File: config.mk
export PLATFORM = sky130hd
export DESIGN_NAME = utf8_decode_transliterate_core
export DESIGN_NICKNAME = d
export VERILOG_FILES = /design/src/rtl/utdt_pkg.sv /design/src/rtl/utf8_decode_transliterate_core.sv /design/src/rtl/utdt_step.sv
export VERILOG_INCLUDE_DIRS = /design/src /design/src/rtl
export SDC_FILE = /design/constraint.sdc
export NUM_CORES = 1
export LEC_CHECK = 0
export BUFFER_PORTS_ARGS = -buffer_cell sky130_fd_sc_hd__buf_2
export CAP_MARGIN = 20
export CORE_MARGIN = 2
export CORE_UTILIZATION = 44
export CTS_CLUSTER_DIAMETER = 40
export DETAILED_ROUTE_END_ITERATION = 6
export HOLD_SLACK_MARGIN = 0.02
export PLACE_DENSITY = 0.68
export SYNTH_ARGS = -nofsm -noshare
export SYNTH_HDL_FRONTEND = slang
export SYNTH_SLANG_ARGS = --single-unit
File: constraint.sdc
create_clock -name clk -period 6.7 [get_ports clk]
set_input_delay 1.34 -clock clk [delete_from_list [all_inputs] [get_ports clk]]
set_output_delay 1.34 -clock clk [all_outputs]
set_load 0.02 [all_outputs]
File: src/rtl/assert_macros.svh
// assertion macros shared by the decoder rtl
// depends on nothing; callers supply clock, reset and message

`ifndef ASSERT_MACROS_SVH
`define ASSERT_MACROS_SVH

// same-cycle implication, disabled while reset is asserted
`define UTDT_ASSERT_IMP(lbl, clk, rst_n, ante, cons, msg) \
    lbl: assert property (@(posedge clk) disable iff (!rst_n) (ante) |-> (cons)) \
        else $error(msg);

// next-cycle implication, disabled while reset is asserted
`define UTDT_ASSERT_NXT(lbl, clk, rst_n, ante, cons, msg) \
    lbl: assert property (@(posedge clk) disable iff (!rst_n) (ante) |=> (cons)) \
        else $error(msg);

`endif

File: src/rtl/utdt_pkg.sv
// shared types, constants and the transliteration table of the utf-8 decoder
// depends on nothing

package utdt_pkg;

    localparam int BYTE_W = 8;
    localparam int UNIT_W = 16;
    localparam int PEND_W = 2;
    localparam int PART_W = 10;

    // continuation bytes still expected
    localparam logic [PEND_W-1:0] PEND_IDLE = 2'd0;
    localparam logic [PEND_W-1:0] PEND_ONE  = 2'd1;
    localparam logic [PEND_W-1:0] PEND_TWO  = 2'd2;

    localparam logic [BYTE_W-1:0] LEAD2_MASK = 8'hE0;
    localparam logic [BYTE_W-1:0] LEAD2_TAG  = 8'hC0;
    localparam logic [BYTE_W-1:0] LEAD3_MASK = 8'hF0;
    localparam logic [BYTE_W-1:0] LEAD3_TAG  = 8'hE0;

    typedef struct packed {
        logic [UNIT_W-1:0] code_unit;
        logic              last_unit;
        logic              truncated;
    } unit_t;

    typedef struct packed {
        logic  emit;
        unit_t unit;
    } step_out_t;

    function automatic logic [UNIT_W-1:0] transliterate(input logic [UNIT_W-1:0] v);
        logic [UNIT_W-1:0] r;
        unique case (v)
            16'h0410: r = 16'h0041;
            16'h0412: r = 16'h0042;
            16'h0415: r = 16'h0045;
            16'h041A: r = 16'h004B;
            16'h041C: r = 16'h004D;
            16'h041D: r = 16'h0048;
            16'h041E: r = 16'h004F;
            16'h0420: r = 16'h0050;
            16'h0421: r = 16'h0043;
            16'h0422: r = 16'h0054;
            16'h0425: r = 16'h0058;
            16'h043E: r = 16'h006F;
            16'h00BA: r = 16'h006F;
            16'h0440: r = 16'h0070;
            16'h0441: r = 16'h0063;
            16'h0445: r = 16'h0078;
            16'h0435: r = 16'h0065;
            16'h0430: r = 16'h0061;
            16'h00AA: r = 16'h0061;
            16'h0060: r = 16'h0027;
            default:  r = v;
        endcase
        return r;
    endfunction

endpackage

File: src/rtl/utf8_decode_transliterate_core.sv
// Streaming UTF-8 to 16-bit unit decoder with look-alike transliteration.
// One byte enters per request on the in channel (in_byte, is_last); each
// completed character leaves as one request on the out channel (code_unit,
// last_unit, truncated). Lead bytes 110xxxxx and 1110xxxx open two- and
// three-byte sequences; every other byte is decoded as its own value.
// Continuation bytes give no result; the completing byte does.
// A string ending inside a sequence yields a unit with zero-filled missing
// bits and truncated set; the decoder then returns to idle.
// Throughput: one byte per cycle while in_ready is high, set by the single decode stage.
// Results: a completing byte's unit is registered into the output register, or
// into the skid register while the output is held, as the byte is accepted.
// Stall: an output register plus a one-entry skid register sit after the
// decode stage; in_ready drops only while the skid entry is occupied.
// Reset (rst_n low, asynchronous): sequence state cleared, no result held,
// in_ready high once reset is released.
// depends on utdt_pkg, utdt_step and assert_macros.svh

`include "assert_macros.svh"

module utf8_decode_transliterate_core (
    input  logic                        clk,
    input  logic                        rst_n,
    input  logic                        in_valid,
    output logic                        in_ready,
    input  logic [utdt_pkg::BYTE_W-1:0] in_byte,
    input  logic                        is_last,
    output logic                        out_valid,
    input  logic                        out_ready,
    output logic [utdt_pkg::UNIT_W-1:0] code_unit,
    output logic                        last_unit,
    output logic                        truncated
);
    import utdt_pkg::*;

    logic [PEND_W-1:0] pending_reg;
    logic [PEND_W-1:0] pending_next;
    logic [PART_W-1:0] partial_reg;
    logic [PART_W-1:0] partial_next;
    step_out_t         step;

    logic  out_valid_reg;
    logic  skid_valid_reg;
    unit_t out_reg;
    unit_t skid_reg;

    logic  in_fire;
    logic  push;
    logic  out_free;

    utdt_step u_step (
        .bytes_pending (pending_reg),
        .partial_value (partial_reg),
        .in_byte       (in_byte),
        .is_last       (is_last),
        .pending_next  (pending_next),
        .partial_next  (partial_next),
        .step          (step)
    );

    assign in_ready = !skid_valid_reg;
    assign in_fire  = in_valid && in_ready;
    assign push     = in_fire && step.emit;
    assign out_free = !out_valid_reg || out_ready;

    always_ff @(posedge clk or negedge rst_n)
    begin
        if (!rst_n)
        begin
            pending_reg <= PEND_IDLE;
            partial_reg <= '0;
        end
        else if (in_fire)
        begin
            pending_reg <= pending_next;
            partial_reg <= partial_next;
        end
    end

    always_ff @(posedge clk or negedge rst_n)
    begin
        if (!rst_n)
        begin
            out_valid_reg  <= 1'b0;
            skid_valid_reg <= 1'b0;
        end
        else if (out_free)
        begin
            out_valid_reg  <= skid_valid_reg || push;
            skid_valid_reg <= 1'b0;
        end
        else if (push)
        begin
            skid_valid_reg <= 1'b1;
        end
    end

    // payload registers, no reset needed
    always_ff @(posedge clk)
    begin
        if (out_free)
        begin
            if (skid_valid_reg)
            begin
                out_reg <= skid_reg;
            end
            else if (push)
            begin
                out_reg <= step.unit;
            end
        end
        else if (push)
        begin
            skid_reg <= step.unit;
        end
    end

    assign out_valid = out_valid_reg;
    assign code_unit = out_reg.code_unit;
    assign last_unit = out_reg.last_unit;
    assign truncated = out_reg.truncated;

    `UTDT_ASSERT_IMP(a_skid_out, clk, rst_n, skid_valid_reg, out_valid_reg, "skid without output")
    `UTDT_ASSERT_IMP(a_skid_in, clk, rst_n, skid_valid_reg, !in_ready, "ready with skid full")
    `UTDT_ASSERT_IMP(a_trunc, clk, rst_n, out_valid && truncated, last_unit, "truncated not last")
    `UTDT_ASSERT_NXT(a_idle, clk, rst_n, in_fire && is_last, pending_reg == PEND_IDLE, "left open")

endmodule

File: src/rtl/utdt_step.sv
// one decode step: running sequence state plus one byte gives next state
// and at most one transliterated unit; depends on utdt_pkg

module utdt_step (
    input  logic [utdt_pkg::PEND_W-1:0] bytes_pending,
    input  logic [utdt_pkg::PART_W-1:0] partial_value,
    input  logic [utdt_pkg::BYTE_W-1:0] in_byte,
    input  logic                        is_last,
    output logic [utdt_pkg::PEND_W-1:0] pending_next,
    output logic [utdt_pkg::PART_W-1:0] partial_next,
    output utdt_pkg::step_out_t         step
);
    import utdt_pkg::*;

    logic              lead2;
    logic              lead3;
    logic [PART_W-1:0] gathered;
    logic [UNIT_W-1:0] value;
    logic              emit;
    logic              trunc;

    assign lead2    = (in_byte & LEAD2_MASK) == LEAD2_TAG;
    assign lead3    = (in_byte & LEAD3_MASK) == LEAD3_TAG;
    assign gathered = {partial_value[3:0], in_byte[5:0]};

    always_comb
    begin
        pending_next = PEND_IDLE;
        partial_next = '0;
        emit         = 1'b1;
        trunc        = 1'b0;
        value        = {{(UNIT_W-BYTE_W){1'b0}}, in_byte};
        unique case (bytes_pending)
            PEND_IDLE:
            begin
                if (lead2)
                begin
                    value = {5'd0, in_byte[4:0], 6'd0};
                    trunc = is_last;
                    emit  = is_last;
                    if (!is_last)
                    begin
                        pending_next = PEND_ONE;
                        partial_next = {5'd0, in_byte[4:0]};
                    end
                end
                else if (lead3)
                begin
                    value = {in_byte[3:0], 12'd0};
                    trunc = is_last;
                    emit  = is_last;
                    if (!is_last)
                    begin
                        pending_next = PEND_TWO;
                        partial_next = {6'd0, in_byte[3:0]};
                    end
                end
            end
            PEND_TWO:
            begin
                value = {gathered, 6'd0};
                trunc = is_last;
                emit  = is_last;
                if (!is_last)
                begin
                    pending_next = PEND_ONE;
                    partial_next = gathered;
                end
            end
            // final continuation byte
            default:
            begin
                value = {partial_value, in_byte[5:0]};
            end
        endcase
    end

    assign step.emit           = emit;
    assign step.unit.code_unit = transliterate(value);
    assign step.unit.last_unit = is_last;
    assign step.unit.truncated = trunc;

endmodule
Yosys cells after proc, flatten, opt, wreduce, memory -nomap -nowiden. Cells that the tools add are included.

Equal/unequal tests: 23. Mux-type cells: 25. Bitwise logic cells: 1. Reductions and logical operators: 13.

Operators by type and width (number): case mux 16 bit (18 select lines) (1); equality test 16 x 11 -> 1 bit, second input constant (17); two-way mux 18 bit (2); equality test 16 x 8 -> 1 bit, second input constant (2); two-way mux 16 bit (2); case mux 16 bit (2 select lines) (1); two-way mux 10 bit (3); case mux 10 bit (2 select lines) (1); equality test 16 x 7 -> 1 bit, second input constant (1); two-way mux 1 bit (7); two-way mux 2 bit (3); two-way mux 5 bit (1); equality test 4 bit, second input constant (1); two-way mux 4 bit (1); case mux 1 bit (2 select lines) (2); case mux 2 bit (2 select lines) (1); AND reduction 2 bit (2); nonzero test 2 bit (2); OR reduction 2 bit (2); equality test 3 bit, second input constant (1); equality test 2 bit, second input constant (1); logical AND 1 bit (2); zero test 1 bit (2); zero test 2 bit (1); 2 further kinds (3).

Flip-flop bits (word level): 50. Input bits: 13. Output and inout bits: 20. Logic and storage cells: 72.

Depth between registers and ports, before layout.
Depth in word-level cells: 9. Mapped depth: 9. Gate-level depth less buffers: 7.

By module. From an unflattened synthesis, not the netlist that was laid out.

Cells, all modules: 259. Area, all modules: 3060.4 sq um.

By module, submodules not included: utf8_decode_transliterate_core (instances 1, cells each 92, area an instance 1881.8 sq um, sequential area each 1431.4 sq um); utdt_step (instances 1, cells each 167, area an instance 1178.6 sq um, sequential area each 0.0 sq um).

Worst setup path before layout. No wires, ideal clock.

Path kind: input to register. Start point: input in_byte[4] (netlist bit). End point: register skid_reg[0] (netlist bit) (enable). Library setup time: 0.416 ns. Data arrival time: 3.445 ns. Data required time: 6.284 ns. Slack: 2.839 ns. Cell stages on the path: 6. Buffers on the path: 1. Cells stage by stage: buf_2 nand2_1 a31o_2 nand2_1 nor2_1 nor3_1.

Word-level cells in the longest chain between the ends: 6.

Ends and longest elaborated chain: from (decl) (RTL line utf8_decode_transliterate_core.sv:25) `input logic [utdt_pkg::BYTE_W-1:0] in_byte,`; equality test 4 bit (RTL line utdt_step.sv:23) `assign lead3 = (in_byte & LEAD3_MASK) == LEAD3_TAG;`; two-way mux 1 bit (RTL line utdt_step.sv:47) `else if (lead3)`; two-way mux 1 bit (RTL line utdt_step.sv:36) `if (lead2)`; case mux 1 bit (2 select lines) (RTL line utdt_step.sv:33) `unique case (bytes_pending)`; logical AND 1 bit (RTL line utf8_decode_transliterate_core.sv:62) `assign push = in_fire && step.emit;`; AND reduction 2 bit (no source line); to (signal assigned) (RTL line utf8_decode_transliterate_core.sv:113) `skid_reg <= step.unit;`; to (decl) (RTL line utf8_decode_transliterate_core.sv:44) `unit_t skid_reg;`.

Every way passes these cells. A chain may end at the register's enable or synchronous reset.

Final worst setup path.
Start point: register pending_reg[0]. End point: register out_reg (netlist bit code_unit[3]) (data pin).

Word-level cells in the longest chain between the ends: 7. Elaborated cells on any way between the ends: 28. Those cells by class: eq/ne (21); mux (4); reduce/logical (3).

Ends and longest elaborated chain: from (decl) (RTL line utf8_decode_transliterate_core.sv:35) `logic [PEND_W-1:0] pending_reg;`; from (signal assigned) (RTL line utf8_decode_transliterate_core.sv:74) `pending_reg <= pending_next;`; equality test 2 bit / zero test 2 bit (equally long branches) (RTL line utdt_step.sv:33); case mux 16 bit (2 select lines) (*) (RTL line utdt_step.sv:33); equality test 16 x 11 -> 1 bit / equality test 16 x 8 -> 1 bit (equally long branches) (RTL line utdt_pkg.sv:34) `unique case (v)`; OR reduction 2 bit (no source line); case mux 16 bit (18 select lines) (*) (RTL line utdt_pkg.sv:34); two-way mux 18 bit (*) (RTL line utf8_decode_transliterate_core.sv:106) `else if (push)`; two-way mux 18 bit (*) (RTL line utf8_decode_transliterate_core.sv:102) `if (skid_valid_reg)`; to (signal assigned) (RTL line utf8_decode_transliterate_core.sv:104) `out_reg <= skid_reg;`; to (signal assigned) (RTL line utf8_decode_transliterate_core.sv:108) `out_reg <= step.unit;`; to (decl) (RTL line utf8_decode_transliterate_core.sv:43) `unit_t out_reg;`.

Mark *: on every way between the ends. The rest lies on a longest branch, timed or not. The select of a mux whose other input is x is not followed.

==> results.md <==
* Syn-to-layout area delta at 10.0%
* Worst hold slack at 520 ps
* Clock share of power at 0.271
* Mean Syn Cell Area at 10.3 um2
* Post-route setup TNS at 0 ps
* Total track usage at 0.205
* Syn Nets at 302
* Pin count of the biggest net entering global routing at 32
* Int Pwr at 0.482 mW
* CTS tree: built
* Syn Std Cell Area at 0.00299 mm2
* Final setup vio count at 0
* Deepest clock path buffer count at 2
* Core area at 0.00668 mm2
* Hold WC Path Type: flop to flop
* Htree depth at 2
* CP max-delay cell: dfrtp_1
* Cell Chain, Critical Path: clkinv_1 -> o22ai_1 -> nor4_2 -> and2_1 -> a41oi_2 -> nor4bb_1 -> a221oi_2
* Top Family by Delay on Critical Path: flip-flops
* Sink Count at 50
* Avg WL per Cell at 18.6 um
* Most common cell after layout, fill and taps aside: nand2_1
* Total Power at 0.699 mW
* Status: finished, final reports clean
* Yosys cell types at 71
* Slew @ Worst Pin at 966 ps
* Prevailing post-synth register cell: edfxtp_1
* EDFF count, synth at 36
* Synthesis-stage register bit count at 50
* Ys async rst share at 0.280
* Residual DRC at 0
* Die Y-Extent at 86.4 um
* Power per cell area at 213 mW/mm2
* Core Rows at 30
* Yosys warning total at 0
* Worst EP required at 6740 ps
* Clk root buf: clkbuf_8
* Worst-path fanout max at 31
* Number of port buffers at 32
* Fmax at 282 MHz
* Leak at 1.28 nW
* RePlAce Congestion at 0.921
* Final Hold Vio Count at 0
* Critical Path End Type: flop
* WP buf/inv at 1
* Post-Route WL at 7340 um
* Initial antenna violation count at 0
* Max IR drop VDD at 77.1 uV
* Most frequent cells in the layout: 38 x nand2_1, 36 x edfxtp_1, 32 x buf_2, 16 x nor2_1, 14 x dfrtp_1
* Sw power at 0.217 mW
* CTS buffer count at 5
* Sw Share at 0.310
* Drt pass-1 iters at 4
* Vias/cell at 6.34
* Clk_skew at 14.8 ps
* RSZ-0062 raised after global routing: no
* Die area at 0.00747 mm2
* Period utilisation layout at 0.529
* Initial Util at 0.447
* Largest register FFs at 18
* Seq/Total Area, Yosys at 0.479
* CP Data Arrival Time at 3580 ps
* Placed insts at 387
* Die extent in x at 86.4 um
* Setup Buffers After CTS at 0
* Minimum clock period at 3540 ps
* Clock Pin Slew Worst Setup and Hold Paths at 100 ps
* # IOs at 33
* Fin. max-slew vios at 0
* Clock Latency Late Sink at 310 ps
* Flop pwr share at 0.529
* Synthesized instance count at 289
* Gr ovfl total at 0
* Comb pwr share at 0.200
* WS Path Type: flop to flop
* Vias post-DR at 2503
* First-pass GRT wire length at 12000 um
* Hold buffer count at CTS at 0
* Non-filler cells, final at 395
* Max-Cap Viols at 0
* ANT cells at 0
* CP peak stage delay at 990 ps
* Detail Route Antenna Nets at 0
* Proportion of layout cells with a drive suffix above 1 at 0.213
* 1st-iter DRT viols at 196
* Rel. slew slack at 0.356
* Nets@finish at 327
* DP HPWL at 5200 um
* Crit path launch type: flop
* Post_cts resized at 0
* Vias in the first global route at 2247
-- logic make-up (layout without fill, tap and decap cells) --
group	Yosys count	after routing	share of synthesized area
AO/OA/AOI/OAI	95	95	0.249
buffers and inverters	27	53	0.0402
flip-flops	50	50	0.479
multiplexers	14	14	0.0511
AND/OR/NAND/NOR	103	103	0.181
-- area by class of cell --
cell class | instances | area (um2)
Fill cell | 638 | 3390
Multi-Input combinational cell | 212 | 1440
Sequential cell | 50 | 1430
Timing Repair Buffer | 34 | 175
Tap cell | 80 | 100
Clock buffer | 5 | 68.8
Inverter | 11 | 41.3
Clock inverter | 3 | 28.8
-- synthesized netlist by cell type, types with 2 or more instances --
cell type  instances  share of area
o21ai_0           11          0.018
nand4_1            5          0.010
nor2b_1            7          0.015
o211ai_1           2         0.0050
a211oi_1           2         0.0050
dfrtp_1           14           0.12
and3b_1            2         0.0059
buf_2              6          0.010
mux2i_1            4          0.013
nand2b_1           6          0.013
o31ai_1            5          0.013
nor2_1            16          0.020
a22oi_1            5          0.013
a311oi_1           4          0.012
o22ai_1            2         0.0042
o21ai_1            3         0.0050
nand3_1            2         0.0033
a22o_1             9          0.026
a21oi_1           13          0.022
edfxtp_1          36           0.36
and4_1             4          0.012
nand2_1           38          0.048
mux2_2            10          0.038
inv_1              9          0.011
o2111ai_1          2         0.0059
and3_1             2         0.0042
a32oi_1            2         0.0059
nor3_1             5         0.0084
nor3b_1            2         0.0050
a31oi_1            3         0.0063
a21o_1             5          0.013
buf_1              3         0.0038
nand3b_1           2         0.0050
nor4_1             3         0.0063
o211a_1            3          0.010
clkbuf_1           5         0.0063
o21a_1             3         0.0075
-- stage by stage --
step                      cell area, um2  utilization  worst slack [ps]
final                               3290        0.492              3160
after global routing                3290        0.492              2980
after CTS                           3290        0.492              3230
after detailed placement            3190        0.478              2930
after global placement              3190        0.478              2880
after floorplan                     2990            -              2840
-- path summary, 6_finish.rpt --
check	start	to	slack, ps	cells past startpoint
max in group asynchronous	rst_n	partial_reg[0]	5550	1
min reg2reg	partial_reg[7]	partial_reg[7]	520	1
max	pending_reg[0]	code_unit[3]	3160	7
min in group asynchronous	rst_n	out_valid	900	1
min	partial_reg[7]	partial_reg[7]	520	1
max reg2reg	pending_reg[0]	code_unit[3]	3160	7
-- power by group through the flow --
stage | clock network (mW) | logic (mW) | registers (mW)
final | 0.189 | 0.140 | 0.370
after detailed placement | 0 | 0.137 | 0.377
after global placement | 0 | 0.137 | 0.377
after floorplan | 0 | 0.0853 | 0.389
after global routing | 0.206 | 0.152 | 0.373
after CTS | 0.191 | 0.138 | 0.370
-- layer usage --
| layer | global-route usage | wire [um] |
|---|---|---|
| met1 | 0.311 | 3470 |
| met2 | 0.306 | 3240 |
| met3 | 0.0390 | 542 |
| met4 | 0.0469 | 89 |
| met5 | 0 | 0 |
Power figures use the tool's default switching activity.
